### src/rtl/core/psched_pkg.sv
`default_nettype none

package psched_pkg;

   localparam int MAX_RESULTS = 8;
   localparam int CNT_W       = $clog2(MAX_RESULTS + 1);
   localparam int SLOT_OUT_W  = 3;
   localparam int TIME_W      = 16;

   typedef enum logic [1:0] {
      OP_TICK     = 2'd0,
      OP_CREATE   = 2'd1,
      OP_DISPATCH = 2'd2
   } opcode_type;

   typedef enum logic [1:0] {
      ST_IDLE,
      ST_TICK,
      ST_DISP
   } state_type;

   localparam logic KIND_CREATE = 1'b0;
   localparam logic KIND_TASK   = 1'b1;
   localparam logic STATUS_OK   = 1'b0;
   localparam logic STATUS_ERR  = 1'b1;

   typedef struct packed {
      logic create;
      logic tick_start;
      logic tick_step;
      logic disp_start;
      logic disp_step;
   } cmd_type;

   typedef struct packed {
      logic scan_done;
   } stat_type;

endpackage

`default_nettype wire

### src/rtl/core/psched_ctrl.sv
`default_nettype none

module psched_ctrl (
   input  wire logic                clock,
   input  wire logic                reset,
   input  wire logic                start,
   input  wire logic [1:0]          opcode,
   input  wire psched_pkg::stat_type stat,
   output logic                     busy,
   output psched_pkg::cmd_type      cmd
);

   psched_pkg::state_type state_ff, state_in;

   always_ff @(posedge clock) begin
      if (reset) begin
         state_ff <= psched_pkg::ST_IDLE;
      end else begin
         state_ff <= state_in;
      end
   end

   always_comb begin
      state_in = state_ff;
      cmd      = '0;
      busy     = 1'b1;
      case (state_ff)
         psched_pkg::ST_IDLE: begin
            busy = 1'b0;
            if (start) begin
               case (psched_pkg::opcode_type'(opcode))
                  psched_pkg::OP_TICK: begin
                     cmd.tick_start = 1'b1;
                     state_in       = psched_pkg::ST_TICK;
                  end
                  psched_pkg::OP_CREATE: begin
                     cmd.create = 1'b1;
                  end
                  psched_pkg::OP_DISPATCH: begin
                     cmd.disp_start = 1'b1;
                     state_in       = psched_pkg::ST_DISP;
                  end
                  default: begin
                     state_in = psched_pkg::ST_IDLE;
                  end
               endcase
            end
         end
         psched_pkg::ST_TICK: begin
            cmd.tick_step = 1'b1;
            if (stat.scan_done) begin
               state_in = psched_pkg::ST_IDLE;
            end
         end
         psched_pkg::ST_DISP: begin
            cmd.disp_step = 1'b1;
            if (stat.scan_done) begin
               state_in = psched_pkg::ST_IDLE;
            end
         end
         default: begin
            state_in = psched_pkg::ST_IDLE;
         end
      endcase
   end

endmodule

`default_nettype wire

### src/rtl/core/psched_dp.sv
`default_nettype none

module psched_dp #(
   parameter int TASKS = 8
) (
   input  wire logic                                    clock,
   input  wire logic                                    reset,
   input  wire psched_pkg::cmd_type                     cmd,
   output psched_pkg::stat_type                         stat,
   input  wire logic [7:0]                              req_slot_index,
   input  wire logic [psched_pkg::TIME_W-1:0]           req_period_ticks,
   input  wire logic                                    req_has_handler,
   output logic                                         rsp_valid,
   output logic                                         rsp_result_kind,
   output logic                                         rsp_status,
   output logic [psched_pkg::SLOT_OUT_W-1:0]            rsp_task_slot,
   output logic                                         rsp_last
);

   localparam int TW = psched_pkg::TIME_W;
   localparam int OW = psched_pkg::SLOT_OUT_W;
   localparam int CW = psched_pkg::CNT_W;
   localparam int IW = $clog2(TASKS + 1);
   localparam int SW = (TASKS > 1) ? $clog2(TASKS) : 1;
   localparam logic [IW-1:0] TASKS_I = IW'(TASKS);
   localparam logic [7:0]    TASKS_B = 8'(TASKS);
   localparam logic [CW-1:0] MAX_C   = CW'(psched_pkg::MAX_RESULTS);

   // period in the upper half, down-counter in the lower half
   logic [2*TW-1:0] mem [TASKS];

   logic [IW-1:0]    idx_ff, idx_in;
   logic [TASKS-1:0] exists_ff, exists_in;
   logic [TASKS-1:0] ready_ff, ready_in;
   logic             rd_vld_ff, rd_vld_in;
   logic [SW-1:0]    rd_slot_ff;
   logic [2*TW-1:0]  rd_data_ff;
   logic [CW-1:0]    found_ff, found_in;
   logic             pend_vld_ff, pend_vld_in;
   logic [SW-1:0]    pend_slot_ff, pend_slot_in;
   logic             out_vld_ff, out_vld_in;
   logic             out_kind_ff, out_kind_in;
   logic             out_stat_ff, out_stat_in;
   logic [OW-1:0]    out_slot_ff, out_slot_in;
   logic             out_last_ff, out_last_in;

   logic             in_range;
   logic [SW-1:0]    sp;
   logic             hit;
   logic             create_ok;
   logic [SW-1:0]    cslot;
   logic             mem_we;
   logic [SW-1:0]    mem_wa;
   logic [2*TW-1:0]  mem_wd;
   logic [TW-1:0]    rd_period;
   logic [TW-1:0]    rd_count;
   logic [SW+OW-1:0] pend_ext;

   assign in_range       = idx_ff < TASKS_I;
   assign sp             = idx_ff[SW-1:0];
   assign stat.scan_done = idx_ff == TASKS_I;
   assign create_ok      = (req_slot_index < TASKS_B) && req_has_handler;
   assign cslot          = req_slot_index[SW-1:0];
   assign rd_period      = rd_data_ff[2*TW-1:TW];
   assign rd_count       = rd_data_ff[TW-1:0];
   assign hit            = cmd.disp_step && in_range && exists_ff[sp] && ready_ff[sp]
                           && (found_ff < MAX_C);
   assign pend_ext       = {{OW{1'b0}}, pend_slot_ff};

   always_comb begin
      idx_in       = idx_ff;
      exists_in    = exists_ff;
      ready_in     = ready_ff;
      rd_vld_in    = 1'b0;
      found_in     = found_ff;
      pend_vld_in  = pend_vld_ff;
      pend_slot_in = pend_slot_ff;
      out_vld_in   = 1'b0;
      out_kind_in  = out_kind_ff;
      out_stat_in  = out_stat_ff;
      out_slot_in  = out_slot_ff;
      out_last_in  = out_last_ff;
      mem_we       = 1'b0;
      mem_wa       = rd_slot_ff;
      mem_wd       = rd_data_ff;

      if (cmd.tick_start || cmd.disp_start) begin
         idx_in      = '0;
         found_in    = '0;
         pend_vld_in = 1'b0;
      end

      if (cmd.create) begin
         out_vld_in  = 1'b1;
         out_kind_in = psched_pkg::KIND_CREATE;
         out_stat_in = create_ok ? psched_pkg::STATUS_OK : psched_pkg::STATUS_ERR;
         out_slot_in = req_slot_index[OW-1:0];
         out_last_in = 1'b1;
         if (create_ok) begin
            exists_in[cslot] = 1'b1;
            ready_in[cslot]  = 1'b0;
            mem_we           = 1'b1;
            mem_wa           = cslot;
            mem_wd           = {req_period_ticks, {TW{1'b0}}};
         end
      end

      // read slot i while writing back slot i-1
      if (cmd.tick_step && in_range) begin
         rd_vld_in = 1'b1;
         idx_in    = idx_ff + IW'(1);
      end
      if (rd_vld_ff && exists_ff[rd_slot_ff]) begin
         mem_we = 1'b1;
         mem_wa = rd_slot_ff;
         if (rd_count == '0) begin
            ready_in[rd_slot_ff] = 1'b1;
            mem_wd               = {rd_period, rd_period};
         end else begin
            mem_wd = {rd_period, rd_count - TW'(1)};
         end
      end

      if (cmd.disp_step) begin
         if (in_range) begin
            idx_in = idx_ff + IW'(1);
         end
         if (hit) begin
            ready_in[sp] = 1'b0;
            found_in     = found_ff + CW'(1);
            pend_vld_in  = 1'b1;
            pend_slot_in = sp;
         end
         if (pend_vld_ff && (hit || stat.scan_done)) begin
            out_vld_in  = 1'b1;
            out_kind_in = psched_pkg::KIND_TASK;
            out_stat_in = psched_pkg::STATUS_OK;
            out_slot_in = pend_ext[OW-1:0];
            out_last_in = stat.scan_done;
         end
         if (stat.scan_done) begin
            pend_vld_in = 1'b0;
         end
      end
   end

   always_ff @(posedge clock) begin
      if (reset) begin
         idx_ff      <= '0;
         exists_ff   <= '0;
         ready_ff    <= '0;
         rd_vld_ff   <= 1'b0;
         found_ff    <= '0;
         pend_vld_ff <= 1'b0;
         out_vld_ff  <= 1'b0;
      end else begin
         idx_ff      <= idx_in;
         exists_ff   <= exists_in;
         ready_ff    <= ready_in;
         rd_vld_ff   <= rd_vld_in;
         found_ff    <= found_in;
         pend_vld_ff <= pend_vld_in;
         out_vld_ff  <= out_vld_in;
      end
   end

   always_ff @(posedge clock) begin
      rd_slot_ff   <= sp;
      pend_slot_ff <= pend_slot_in;
      out_kind_ff  <= out_kind_in;
      out_stat_ff  <= out_stat_in;
      out_slot_ff  <= out_slot_in;
      out_last_ff  <= out_last_in;
   end

   always_ff @(posedge clock) begin
      if (mem_we) begin
         mem[mem_wa] <= mem_wd;
      end
      if (rd_vld_in) begin
         rd_data_ff <= mem[sp];
      end
   end

   assign rsp_valid       = out_vld_ff;
   assign rsp_result_kind = out_kind_ff;
   assign rsp_status      = out_stat_ff;
   assign rsp_task_slot   = out_slot_ff;
   assign rsp_last        = out_last_ff;

endmodule

`default_nettype wire

### src/rtl/core/periodic_task_scheduler.sv
// create: one beat, result strobed on the cycle after acceptance, busy never raised
// tick: busy while every slot is scanned, one slot a cycle through the period/counter memory port
// dispatch: busy while scanning one slot a cycle; up to MAX_RESULTS ready slots come out one
// beat each, the final one in the same cycle busy falls; the receiver cannot stall
// synchronous active-high reset clears slot exists/ready flags and the controller;
// period/counter memory is not cleared, entries are gated by the exists flag
`default_nettype none

module periodic_task_scheduler #(
   parameter int TASKS = 8
) (
   input  wire logic                               clock,
   input  wire logic                               reset,
   input  wire logic                               start,
   output logic                                    busy,
   input  wire logic [1:0]                         req_opcode,
   input  wire logic [7:0]                         req_slot_index,
   input  wire logic [psched_pkg::TIME_W-1:0]      req_period_ticks,
   input  wire logic                               req_has_handler,
   output logic                                    rsp_valid,
   output logic                                    rsp_result_kind,
   output logic                                    rsp_status,
   output logic [psched_pkg::SLOT_OUT_W-1:0]       rsp_task_slot,
   output logic                                    rsp_last
);

   psched_pkg::cmd_type  cmd;
   psched_pkg::stat_type stat;

   psched_ctrl u_ctrl (
      .clock  (clock),
      .reset  (reset),
      .start  (start),
      .opcode (req_opcode),
      .stat   (stat),
      .busy   (busy),
      .cmd    (cmd)
   );

   psched_dp #(
      .TASKS (TASKS)
   ) u_dp (
      .clock            (clock),
      .reset            (reset),
      .cmd              (cmd),
      .stat             (stat),
      .req_slot_index   (req_slot_index),
      .req_period_ticks (req_period_ticks),
      .req_has_handler  (req_has_handler),
      .rsp_valid        (rsp_valid),
      .rsp_result_kind  (rsp_result_kind),
      .rsp_status       (rsp_status),
      .rsp_task_slot    (rsp_task_slot),
      .rsp_last         (rsp_last)
   );

endmodule

`default_nettype wire
### config.mk
export PLATFORM = sky130hd
export DESIGN_NAME = periodic_task_scheduler
export DESIGN_NICKNAME = d
export VERILOG_FILES = /design/src/rtl/core/psched_pkg.sv /design/src/rtl/core/psched_ctrl.sv /design/src/rtl/core/psched_dp.sv /design/src/rtl/core/periodic_task_scheduler.sv
export SDC_FILE = /design/constraint.sdc
export NUM_CORES = 1
export LEC_CHECK = 0
export BUFFER_PORTS_ARGS = -buffer_cell sky130_fd_sc_hd__buf_4
export CAP_MARGIN = 10
export CORE_MARGIN = 2
export CORE_UTILIZATION = 60
export DETAILED_ROUTE_END_ITERATION = 10
export PLACE_DENSITY = 0.77
export SYNTH_ARGS = -nofsm -noshare
export SYNTH_HDL_FRONTEND = slang
export SYNTH_SLANG_ARGS = --single-unit
### constraint.sdc
create_clock -name clock -period 4.9 [get_ports clock]
set_input_delay 0.245 -clock clock [delete_from_list [all_inputs] [get_ports clock]]
set_output_delay 0.245 -clock clock [all_outputs]
set_load 0.005 [all_outputs]
==> results of run 1 <==
## through the flow
step | cells | util [%] | setup slack [ps] | power, mW | instance area (um^2)
after floorplan | 875 | - | 1100 | 3.25 | 13200
after global placement | 1154 | 63.9 | 1490 | 3.34 | 13900
after detailed placement | 1154 | 63.9 | 1390 | 3.34 | 13900
after CTS | 1214 | 68.9 | 1350 | 5.80 | 14900
after global routing | 1214 | 68.9 | 1140 | 5.92 | 14900
final | 1214 | 68.9 | 1350 | 5.78 | 14900
## registers in the layout (all words and copies together), names as in the netlist
signal                count
u_ctrl.state_ff           2
u_dp.exists_ff            8
u_dp.found_ff             4
u_dp.idx_ff               4
u_dp.mem                256
u_dp.pend_slot_ff         3
u_dp.pend_vld_ff          1
u_dp.rd_data_ff          32
u_dp.rd_slot_ff           3
u_dp.rd_vld_ff            1
u_dp.ready_ff             8
u_dp.rsp_last             1
u_dp.rsp_result_kind      1
u_dp.rsp_status           1
u_dp.rsp_task_slot        3
u_dp.rsp_valid            1
## cell usage after synthesis, drive strengths merged (3+ instances only)
cell type	n
nand3	15
buf	15
nor3	17
nor2b	3
a221oi	11
and3b	3
and3	3
a22o	4
nor2	28
mux2i	31
nand4b	5
inv	29
nand4	33
ha	8
a21oi	24
or3	10
nor4	4
o21ai	14
o22ai	9
a22oi	133
o2bb2ai	3
nand3b	3
mux2	23
nand2b	5
dfxtp	38
or3b	3
edfxtp	291
clkbuf	41
or2	3
nand2	33
## where the power goes
| group | switching (mW) | total [mW] | internal [mW] |
|---|---|---|---|
| Clock | 1.02 | 2.50 | 1.48 |
| Combinational | 0.118 | 0.199 | 0.0808 |
| Sequential | 0.0229 | 3.08 | 3.06 |
## final cells by class
type	instances	area, um^2
flip-flops and latches	329	9500
multi-input cells	461	3500
clock inverters	14	149
fillers	1383	6750
inverters	29	109
clock buffers	46	917
repair buffers	55	413
well taps	280	350
## worst max-delay path: cells and delay by family (launching register included)
| kind | cells | cell delay (ps) |
|---|---|---|
| AOI/OAI and AO/OA | 1 | 560 |
| DFF | 1 | 460 |
| muxes | 1 | 230 |
| and+or+nand+nor | 3 | 1980 |
## final timing paths
kind / slack (ps) / cells after the start / start / end
worst max-delay path: 1350 / 5 / u_dp.rd_data_ff[4] / u_dp.mem[1][5]
worst min-delay path: 110 / 4 / req_opcode[1] / u_ctrl.state_ff[0]
worst max register to register: 1350 / 5 / u_dp.rd_data_ff[4] / u_dp.mem[1][5]
worst min register to register: 470 / 1 / u_dp.rsp_result_kind / u_dp.rsp_result_kind
## metal layers
metal	vias to the layer above	track usage [%]	share of wire, %
met2	468	41.2	48
met3	64	6.09	10
met4	0	8.99	2.5
met5	-	0	0
li1	3584	-	-
met1	4041	36.0	39
## kinds of logic after synthesis
group	Yosys count	share of synthesized area, %
DFF	329	72.0
AOI/OAI and AO/OA	221	12.6
and+or+nand+nor	178	7.53
buffers and inverters	85	2.69
muxes	54	4.40
adders and majority gates	8	0.759
==> results.md, run 1 <==
* Antenna fix cells at 0
* Final Skew at 16.9 ps
* DRT iter0 DRCs at 995
* # rows at 54
* TritonCTS clock tree: yes
* Most used DFF post-synth: edfxtp_1
* ANT nets after route at 0
* TNS Setup at 0 ps
* H-tree depth at 2
* Hold_ws at 113 ps
* Die height at 152 um
* Largest net degree at the start of global routing at 35
* Setup bufs post-CTS at 0
* Post-Syn Area at 13,200 um^2
* Top cell type's share of synthesized area at 66.2%
* Status: finished clean
* FF+latch count, synth at 329
* Slew margin rel. at 21.5%
* Max VDD drop at 0.000243 V
* Final Hold Viols at 0
* Vias in the first global route at 7,925
* P&R area growth vs syn at 13.2%
* Final WL at 30,400 um
* IO Port Bufs at 37
* Number of library cell types mapped by synthesis at 66
* Worst-path fanout max at 20
* Worst-Skew Late Latency at 510 ps
* Syn_nets at 913
* Final #Nets at 948
* Top-Level Pins at 38
* Biggest area consumer among synthesized cells: edfxtp_1
* WL per Instance at 25.1 um
* Fin. max-slew vios at 0
* Leakage power at 4.78 nW
* Via/cell ratio at 6.72
* Yosys warnings at 0
* Crit path max-delay cell type: nor4_4
* Crit path required time at 5110 ps
* CP cell instances: or3_1, nor4_4, nand2_1, mux2i_1, o22ai_1
* Post-synthesis async set-or-reset flop share at 0%
* Final Cycle Share at 72.4%
* Total number of vias at 8,157
* Hold Path Class: input pin to register
* Worst path arrival time at 3750 ps
* CTS root buf: clkbuf_16
* GR Overflow Total at 0
* Max incr delay on CP at 850 ps
* Final setup viols at 0
* DIE WIDTH at 152 um
* Number of remaining DRC errors at 0
* Synth area leaders: edfxtp_1 (66%), a22oi_1 (7.6%), dfxtp_1 (5.8%)
* Die ar. at 23,200 um^2
* WS Path Type: register to register
* Max Cap Viol at 0
* Clk sink count at 329
* Clock transition at the registers of the reported paths at 60 ps
* Synthesized area per cell at 15.1 um^2
* DRT Pass-1 Iters at 5
* RSZ-0062 raised after global routing: no
* Least-Margin Pin Slew at 1170 ps
* Final min period at 3550 ps
* Peak Freq at 0.282 GHz
* Commonest non-fill, non-tap cell in the layout: edfxtp_1
* DP HPWL at 17,100 um
* Initial antenna violation count at 0
* Seq/Total Area, Yosys at 72.0%
* Number of synthesized flops with an enable pin at 291
* CTS Buf Count at 34
* GPL Wtd Cong at 0.918
* Core area at 21,700 um^2
* CTS Buffer Depth at 3
* Pwr Density at 387 nW/um^2
* Starting Density at 60.8%
* Gr usage total at 26.0%
* Hold buffers post-CTS at 0
* Commonest non-fill, non-tap cells in the layout: edfxtp_1 (291), a22oi_1 (133), buf_4 (55)
* Layout cells sized above 1 at 14.6%
* Mapped Cells at 875
* Critical Path End Type: register
* # resized after CTS at 0
* CP startpoint kind: register
* First-pass GRT wire length at 46,300 um
(Power assumes the default switching activity.)
==> run 2, diff against run 1 <==
- ABC_AREA: default -> 1
- clock period: 4.9 -> 3.3 ns (I/O delays scaled with it)
==> results.md, run 2 <==
* Mapped Cells at 1,151 (+32%)
* Synthesized area per cell at 11.7 um^2 (-23%)
* Worst path arrival time at 3060 ps (-690 ps)
* Biggest regs: u_dp.mem (256), u_dp.rd_data_ff (32)
* Crit path required time at 3550 ps (-1560 ps)
* CTS Buf Count at 31 (-8.8%)
* Met2 Routed Length at 15,000 um (+1.8%)
* Top cells by count, synth: nand2_1 (320), edfxtp_1 (291), nor2_1 (85)
* Die ar. at 23,600 um^2 (+1.7%)
* Syn_nets at 1,189 (+30%)
* Pwr Density at 684 nW/um^2 (+77%)
* Fin. max-slew vios at 0 (unchanged)
* Top reg by flops: u_dp.mem
* TNS Setup at 0 ps (unchanged)
* Largest register FFs at 256 (unchanged)
* Core area at 21,900 um^2 (+0.93%)
* Via/cell ratio at 5.91 (-12%)
* CTS Buffer Depth at 3 (unchanged)
* CTS root buf: clkbuf_16
* Commonest non-fill, non-tap cell in the layout: nand2_1
* Number of synthesized flops with an enable pin at 291 (unchanged)
* Leakage power at 5.59 nW (+17%)
* Final Cycle Share at 85.1% (+13 points)
* Yosys warnings at 0 (unchanged)
* Flop-to-flop setup slack at 490 ps (-860 ps)
* DRT met1 WL at 12,800 um (+7.7%)
* Number of library cell types mapped by synthesis at 34 (-48%)
* Seq/Total Area, Yosys at 70.7% (-1.3 points)
* Max Cap Viol at 0 (unchanged)
* WL per Instance at 20.7 um (-17%)
* P&R area growth vs syn at 13.3% (about the same)
* Synth area leaders: edfxtp_1 (65%), nand2_1 (8.9%), dfxtp_1 (5.7%)
* Total number of vias at 8,986 (+10%)
* Biggest area consumer among synthesized cells: edfxtp_1
* Peak Freq at 0.356 GHz (+26%)
* Gr usage total at 26.6% (+0.61 points)
* Layout cells sized above 1 at 11.9% (-2.7 points)
* GR Overflow Total at 0 (unchanged)
* Antenna fix cells at 0 (unchanged)
* TritonCTS clock tree: yes
* Least-Margin Pin Slew at 1010 ps (-167 ps)
* Top cell type's share of synthesized area at 65.1% (-1.2 points)
* Clk sink count at 329 (unchanged)
* Clock transition at the registers of the reported paths at 60 ps (about the same)
* Slew margin rel. at 32.8% (+11 points)
* GPL Wtd Cong at 0.950 (+3.5%)
* Final WL at 31,500 um (+3.3%)
* Final min period at 2810 ps (-739 ps)
* DRT Pass-1 Iters at 5 (unchanged)
* Final Skew at 8.43 ps (-8.52 ps)
* Starting Density at 61.3% (+0.51 points)
* Worst-path fanout max at 25 (+25%)
* Final #Nets at 1,254 (+32%)
* Worst-Skew Late Latency at 560 ps (+50 ps)
* First-pass GRT wire length at 48,500 um (+4.9%)
* Setup bufs post-CTS at 0 (unchanged)
* Vias in the first global route at 8,694 (+9.7%)
* Post-synthesis async set-or-reset flop share at 0% (unchanged)
* Top-Level Pins at 38 (unchanged)
* CP startpoint kind: register
* DIE WIDTH at 154 um (+0.86%)
* Final setup viols at 0 (unchanged)
* Number of remaining DRC errors at 0 (unchanged)
* Initial antenna violation count at 0 (unchanged)
* Final Hold Viols at 0 (unchanged)
* DRT iter0 DRCs at 976 (-1.9%)
* Critical Path End Type: register
* RSZ-0062 raised after global routing: no
* Placed instance area at 14,200 um^2 (+2.6%)
* Met3 routed WL at 2870 um (-5.9%)
* Largest net degree at the start of global routing at 33 (-5.7%)
* Most used DFF post-synth: edfxtp_1
* WS Path Type: register to register
* Post-Syn Area at 13,400 um^2 (+1.8%)
* Status: finished clean
* Top Layer Used: met4
* Die height at 154 um (+0.86%)
* Count leader, synth: nand2_1
* IO Port Bufs at 37 (unchanged)
* H-tree depth at 1 (-1)
* FF+latch count, synth at 329 (unchanged)
* Max VDD drop at 0.000623 V (+160%)
* ANT nets after route at 0 (unchanged)
* Post-Layout Inst Area at 15,200 um^2 (+1.9%)
* # rows at 54 (unchanged)
* Hold Path Class: input pin to register
* Commonest non-fill, non-tap cells in the layout: nand2_1 (320), edfxtp_1 (291), inv_1 (80)
* DP HPWL at 19,000 um (+11%)
==> run 2: cell count changes after synthesis, sizes merged, moves of 31 or more <==
cell   delta
nand3    +44
a22oi    -99
inv      +56
mux2i    -31
nand2   +293
nor2     +58
==> run 2: worst max-delay path, cell delays in order, from the launching register on <==
cell and delay (ps):
dfxtp_1 320, inv_1 90, ha_1 190, inv_2 60, nor3_2 140, nand2_1 320, inv_1 220, nand2_1 80
nand2_1 70, nand2_2 60, nand2_1 70, nand2_1 220, nor2_4 370, buf_12 270
==> run 2: kinds of logic (layout without fill, tap and decap cells) <==
family,after synthesis,in the layout,synth area share (%)
compound gates,160,160,7.61
xor+xnor,9,9,0.587
buf+inv,131,220,4.29
fa+ha+maj,8,8,0.745
simple gates,514,514,16.0
flops,329,329,70.7
==> run 2: layer usage <==
layer,track usage [%],vias to the layer above
met5,0,-
met4,8.48,0
met3,4.20,59
met2,43.1,424
met1,37.6,4323
li1,-,4180
==> run 2: repair_timing <==
action	CTS	global route
hold buffers	4	0
endpoints found under the hold margin	16	0
gates resized for setup	0	0
==> run 2: worst paths after layout <==
check / endpoint / depth (start not counted) / start
min: u_ctrl.state_ff[1] / 3 / start
max: u_dp.mem[2][23] / 13 / u_ctrl.state_ff[0]
min reg2reg: u_dp.rsp_result_kind / 2 / u_dp.rsp_result_kind
max reg2reg: u_dp.mem[2][23] / 13 / u_ctrl.state_ff[0]
==> run 2: power breakdown <==
part	total, mW	internal [mW]	switching, mW	leakage [nW]
combinational	1.85	0.572	1.28	2.20
sequential	5.23	5.06	0.176	2.93
clock	3.33	1.87	1.46	0.463
==> run 2: metrics by stage <==
step                total power, mW  setup WS, ps  utilization (%)  hold WS (ps)  std cells
finish                         10.4           492             69.5          32.9       1520
global route                   10.8           234             69.5          73.9       1520
CTS                            10.4           493             69.5          19.0       1520
detailed placement             7.13           526             65.0           456       1459
global placement               7.08           571             65.0           441       1459
floorplan                      6.45          81.1                -           358       1151
==> run 2: layout make-up <==
type | instances | area [um^2]
Fill cell | 1578 | 6680
Inverter | 86 | 325
Timing Repair Buffer | 77 | 651
Tap cell | 280 | 350
Multi-Input combinational cell | 691 | 3440
Clock inverter | 20 | 151
Sequential cell | 329 | 9500
Clock buffer | 37 | 798
